===== config.mk =====
export PLATFORM = sky130hd
export DESIGN_NAME = sobel_mag
export DESIGN_NICKNAME = d
export VERILOG_FILES = /design/src/hdl/sobel_pkg.sv /design/src/hdl/sobel_mag.sv
export SDC_FILE = /design/constraint.sdc
export NUM_CORES = 2
export LEC_CHECK = 0
export BUFFER_PORTS_ARGS = -buffer_cell sky130_fd_sc_hd__clkbuf_2
export CORE_MARGIN = 8
export CORE_UTILIZATION = 65
export DETAILED_ROUTE_END_ITERATION = 16
export PLACE_DENSITY = 0.84
export RECOVER_POWER = 25
export SKIP_CTS_REPAIR_TIMING = 1
export SYNTH_ARGS = -nofsm -noshare
export SYNTH_HDL_FRONTEND = slang
export SYNTH_SLANG_ARGS = --single-unit

===== constraint.sdc =====
create_clock -name aclk -period 8.9 [get_ports aclk]
set_input_delay 0.445 -clock aclk [delete_from_list [all_inputs] [get_ports aclk]]
set_output_delay 0.445 -clock aclk [all_outputs]
set_load 0.01 [all_outputs]

===== src/hdl/sobel_pkg.sv =====
// Shared types and constants for the Sobel edge magnitude core.
package sobel_pkg;

    typedef logic [2:0][7:0] rgb_t;

    typedef struct packed {
        logic start;
        logic ack;
    } mag_ctrl_t;

    localparam logic [11:0] WIDTH_RESET  = 12'd640;
    localparam logic [11:0] HEIGHT_RESET = 12'd480;

    localparam logic REG_FRAME_WIDTH  = 1'b0;
    localparam logic REG_FRAME_HEIGHT = 1'b1;

    localparam logic ACTION_PIXEL = 1'b0;
    localparam logic ACTION_FLUSH = 1'b1;

    localparam int  TAPS = 9;
    localparam logic [3:0] TAP_LAST = 4'd8;

    localparam logic [1:0] TAP_ROW [TAPS] = '{2'd0, 2'd0, 2'd0, 2'd1, 2'd1, 2'd1,
                                              2'd2, 2'd2, 2'd2};
    localparam logic [1:0] TAP_COL [TAPS] = '{2'd0, 2'd1, 2'd2, 2'd0, 2'd1, 2'd2,
                                              2'd0, 2'd1, 2'd2};

    localparam logic [1:0] OFS_LOW  = 2'd0;
    localparam logic [1:0] OFS_HIGH = 2'd2;

    localparam logic [20:0] ROOT_START_BIT = 21'h100000;
    localparam logic [7:0]  EDGE_MAX       = 8'd255;

endpackage


===== src/hdl/sobel_mag.sv =====
// Gradient, squared sum and iterative rounded square root for three channels.
module sobel_mag (
    input  logic                  aclk,
    input  logic                  aresetn,
    input  sobel_pkg::mag_ctrl_t  ctrl,
    input  sobel_pkg::rgb_t       window [sobel_pkg::TAPS],
    output logic                  done,
    output sobel_pkg::rgb_t       edge_out
);

    typedef enum logic [4:0] {
        M_IDLE = 5'b00001,
        M_GRAD = 5'b00010,
        M_SQR  = 5'b00100,
        M_ROOT = 5'b01000,
        M_DONE = 5'b10000
    } mag_state_t;

    mag_state_t state_reg, state_next;

    logic signed [10:0] gx_reg [3];
    logic signed [10:0] gy_reg [3];
    logic signed [10:0] gx_next [3];
    logic signed [10:0] gy_next [3];
    logic [20:0] rem_reg [3];
    logic [20:0] res_reg [3];
    logic [20:0] bit_reg;

    always_comb begin
        logic [9:0] px, nx, py, ny;
        for (int ch = 0; ch < 3; ch++) begin
            px = {2'b0, window[2][ch]} + {1'b0, window[5][ch], 1'b0} + {2'b0, window[8][ch]};
            nx = {2'b0, window[0][ch]} + {1'b0, window[3][ch], 1'b0} + {2'b0, window[6][ch]};
            py = {2'b0, window[6][ch]} + {1'b0, window[7][ch], 1'b0} + {2'b0, window[8][ch]};
            ny = {2'b0, window[0][ch]} + {1'b0, window[1][ch], 1'b0} + {2'b0, window[2][ch]};
            gx_next[ch] = $signed({1'b0, px}) - $signed({1'b0, nx});
            gy_next[ch] = $signed({1'b0, py}) - $signed({1'b0, ny});
        end
    end

    always_comb begin
        state_next = state_reg;
        unique case (state_reg)
            M_IDLE: if (ctrl.start) state_next = M_GRAD;
            M_GRAD: state_next = M_SQR;
            M_SQR:  state_next = M_ROOT;
            M_ROOT: if (bit_reg[0]) state_next = M_DONE;
            M_DONE: if (ctrl.ack) state_next = M_IDLE;
            default: state_next = M_IDLE;
        endcase
    end

    always_ff @(posedge aclk) begin
        if (!aresetn) begin
            state_reg <= M_IDLE;
        end else begin
            state_reg <= state_next;
        end
    end

    always_ff @(posedge aclk) begin
        logic signed [21:0] sqx, sqy;
        logic [21:0] trial;
        sqx = '0;
        sqy = '0;
        trial = '0;
        unique case (state_reg)
            M_GRAD: begin
                for (int ch = 0; ch < 3; ch++) begin
                    gx_reg[ch] <= gx_next[ch];
                    gy_reg[ch] <= gy_next[ch];
                end
            end
            M_SQR: begin
                for (int ch = 0; ch < 3; ch++) begin
                    sqx = gx_reg[ch] * gx_reg[ch];
                    sqy = gy_reg[ch] * gy_reg[ch];
                    rem_reg[ch] <= sqx[20:0] + sqy[20:0];
                    res_reg[ch] <= '0;
                end
                bit_reg <= sobel_pkg::ROOT_START_BIT;
            end
            M_ROOT: begin
                for (int ch = 0; ch < 3; ch++) begin
                    trial = {1'b0, res_reg[ch]} + {1'b0, bit_reg};
                    if ({1'b0, rem_reg[ch]} >= trial) begin
                        rem_reg[ch] <= rem_reg[ch] - trial[20:0];
                        res_reg[ch] <= (res_reg[ch] >> 1) + bit_reg;
                    end else begin
                        res_reg[ch] <= res_reg[ch] >> 1;
                    end
                end
                bit_reg <= bit_reg >> 2;
            end
            default: begin
            end
        endcase
    end

    always_comb begin
        logic [11:0] r;
        r = '0;
        for (int ch = 0; ch < 3; ch++) begin
            r = {1'b0, res_reg[ch][10:0]} + 12'(rem_reg[ch] > res_reg[ch]);
            edge_out[ch] = (r > 12'(sobel_pkg::EDGE_MAX)) ? sobel_pkg::EDGE_MAX : r[7:0];
        end
    end

    assign done = (state_reg == M_DONE);

endmodule

==> flow_metrics.env <==
export IMPL_slowest_stage="edfxtp_1"
export IMPL_hold_violations=0
export IMPL_hold_path_class="input pin to flop"
export IMPL_worstSetupPathType="flop to flop"
export IMPL_setup_tns_ns=0
export IMPL_dieArea_mm2=0.08102
export IMPL_cts_buffer_depth=3
export IMPL_preCtsSetupSlack_ns=1.512
export IMPL_layout_drive_gt1_share_pct=6.335
export IMPL_antenna_left=0
export IMPL_gr_total_overflow=0
export IMPL_htreeDepth=1
export IMPL_cts_tree="built"
export IMPL_violations="max-capacitance violations, max-slew violations"
export IMPL_nNetsFinal=6662
export IMPL_diodes=0
export IMPL_numCtsBuffers=28
export IMPL_wire_per_inst_um=16.92
export IMPL_cp_common_cell="fa_1"
export IMPL_syn_to_final_growth_pct=6.236
export IMPL_status="complete, but fails checks"
export IMPL_critPathArrivalTime_ns=7.76
export IMPL_grt_max_degree=76
export IMPL_track_usage_pct=25.72
export IMPL_slew_headroom_pct=-122.3
export IMPL_fmax_ghz=0.1343
export IMPL_crit_chain="nand2_1 -> inv_1 -> fa_1 -> fa_1 -> inv_1 -> fa_1 -> fa_1 -> inv_1 -> fa_1 -> fa_1 -> inv_1 -> fa_1 -> inv_1 -> ha_1 -> nor3_1 -> o21ai_0 -> nand4_1 -> a21boi_0 -> o41ai_1 -> o2111ai_1 -> a21oi_1 -> xnor2_1 -> mux2i_1"
export IMPL_finalCritPeriodShare_pct=83.69
export IMPL_syn_cell_area_mm2=0.04691
export IMPL_drt_wl_total_um=102100
export IMPL_drc=0
export IMPL_rsz0062_at_grt="no"
export IMPL_fp_dieH_um=284.6
export IMPL_start_util_pct=65.62
export IMPL_vias_per_cell=5.587
export IMPL_io_buffers=220
export IMPL_async_flop_share_pct=0
export IMPL_ys_seq_elements=208
export IMPL_setup_slack_ns=1.452
export IMPL_die_w_um=284.6
export IMPL_final_cell_mix="inv_1 (1,215), fa_1 (861), ha_1 (520)"
export IMPL_worstPathMaxFanout=21
export IMPL_synth_cell_types=73
export IMPL_dr_total_vias=33706
export IMPL_antenna_found_initial=0
export IMPL_drtIter0Drc=2092
export IMPL_avgSynthCellArea_um2=9.575
export IMPL_gp_congestion=0.9055
export IMPL_max_cap_viol_count=2
export IMPL_dp_final_hpwl_um=86360
export IMPL_clock_skew_ns=0.01665
export IMPL_synth_nets=6500
export IMPL_cp_required_ns=9.21
export IMPL_cts_sinks=208
export IMPL_synth_edff_count=202
export IMPL_period_needed_ns=7.448
export IMPL_yosysWarnings=0
export IMPL_max_stage_delay_ns=0.84
export IMPL_setup_viol=0
export IMPL_ios=245
export IMPL_syn_inst=4899
export IMPL_start_kind="flop"
export IMPL_ys_flop_type="edfxtp_1"
export IMPL_drt_pass1_iterations=5
export IMPL_ys_seq_area_share_pct=13.19
export IMPL_rows=98
export IMPL_cts_clk_slew_worst_paths_ns=0.06
export IMPL_worstSetupEndpointType="flop"
export IMPL_grt_pass1_vias=36983
export IMPL_maxSlewViolCount=115
export IMPL_grt_pass1_wl_um=174300
export IMPL_cts_root_buffer="clkbuf_16"
export IMPL_coreArea_mm2=0.07149
export IMPL_mostFrequentLayoutCell="inv_1"
export IMPL_tightest_slew_ns=3.335
export IMPL_clk_latency_ns=0.59
## synth_stat cells, types with 3 or more instances
| cell | instances | area, um2 |
|---|---|---|
| fa_1 | 861 | 17240 |
| ha_1 | 520 | 6506 |
| o21a_1 | 23 | 172.7 |
| a31oi_1 | 49 | 306.5 |
| nor2b_1 | 74 | 462.9 |
| nor3_1 | 30 | 150.1 |
| o211ai_1 | 5 | 37.54 |
| mux2_2 | 5 | 56.30 |
| and3_1 | 17 | 106.4 |
| o31a_1 | 4 | 35.03 |
| xnor2_1 | 267 | 2338 |
| or2_2 | 8 | 50.05 |
| a211oi_1 | 41 | 307.8 |
| nand2_1 | 354 | 1329 |
| and2_1 | 136 | 850.8 |
| clkbuf_1 | 84 | 315.3 |
| nor2_1 | 229 | 859.6 |
| o31ai_1 | 7 | 52.55 |
| a21boi_0 | 5 | 37.54 |
| buf_2 | 7 | 35.03 |
| nand3_1 | 38 | 190.2 |
| or3_1 | 9 | 56.30 |
| o211a_1 | 4 | 40.04 |
| nand3b_1 | 6 | 45.04 |
| inv_1 | 1217 | 4568 |
| a22oi_1 | 3 | 22.52 |
| o21ai_1 | 6 | 30.03 |
| nand2b_1 | 42 | 262.8 |
| o41ai_1 | 10 | 87.58 |
| dfxtp_1 | 6 | 120.1 |
| buf_4 | 4 | 30.03 |
| a21o_1 | 72 | 540.5 |
| edfxtp_1 | 202 | 6066 |
| a311oi_1 | 3 | 26.28 |
| nor4_1 | 14 | 87.58 |
| a31o_2 | 23 | 201.4 |
| o21bai_1 | 35 | 262.8 |
| o21ai_0 | 133 | 665.6 |
| nand4_1 | 32 | 200.2 |
| xor2_1 | 80 | 700.7 |
| and4_1 | 3 | 26.28 |
| a21oi_1 | 169 | 845.8 |
| a211o_1 | 9 | 78.83 |
| mux2i_1 | 12 | 120.1 |
| buf_1 | 3 | 11.26 |
## kinds of logic (layout without fill, tap and decap cells)
group | after synthesis | after routing | synth area share [%]
adders and majority gates | 1381 | 1381 | 50.61
buffers and inverters | 1317 | 1501 | 10.59
and+or+nand+nor | 1000 | 1000 | 10.12
AOI/OAI and AO/OA | 629 | 629 | 8.637
xor gates and xnor gates | 347 | 347 | 6.479
DFF | 208 | 208 | 13.19
muxes | 17 | 17 | 0.3761
## per-layer routing
layer	track usage (%)	routed length, um
met5	0	0
met4	6.441	2574
met3	3.559	6294
met2	46.40	52940
met1	32.41	40280
## per-stage QoR
step | hold WS (ns) | utilization [%] | instance area, um2 | std cells
floorplan | 0.4891 | - | 46910 | 4899
global placement | 0.5406 | 68.41 | 48910 | 5981
detailed placement | 0.5401 | 68.41 | 48910 | 5981
CTS | 0.06337 | 69.74 | 49850 | 6033
global route | 0.07915 | 69.71 | 49840 | 6033
finish | 0.08229 | 69.71 | 49840 | 6033
## area by class of cell
type / count / area, um2
fillers: 5149 / 21650
well taps: 950 / 1189
multi-input cells: 3374 / 35780
inverters: 1219 / 4577
repair buffers: 230 / 1162
clock inverters: 17 / 188.9
flip-flops and latches: 208 / 6186
clock buffers: 35 / 757.0
## worst max-delay path, delay by kind of cell, from the launching register on
| kind | cells | cell delay [ns] |
|---|---|---|
| XOR/XNOR | 1 | 0.13 |
| flip-flops | 1 | 0.84 |
| AO/OA/AOI/OAI | 5 | 1.38 |
| multiplexers | 1 | 0.08 |
| AND/OR/NAND/NOR | 3 | 0.60 |
| adder cells (fa/ha/maj) | 8 | 3.70 |
| buffers and inverters | 5 | 0.42 |
## path summary, 6_finish.rpt
check | from | end | slack (ns) | depth (start not counted)
worst min register to register | state_reg[0] | state_reg[1] | 0.54 | 2
worst max-delay path | gx_reg[0][10] | rem_reg[0][20] | 1.45 | 23
worst max register to register | gx_reg[0][10] | rem_reg[0][20] | 1.45 | 23
worst min-delay path | aresetn | state_reg[0] | 0.08 | 2
Power is not shown: default switching activity piles up to over one toggle a cycle in this logic, so the estimate is an artifact.
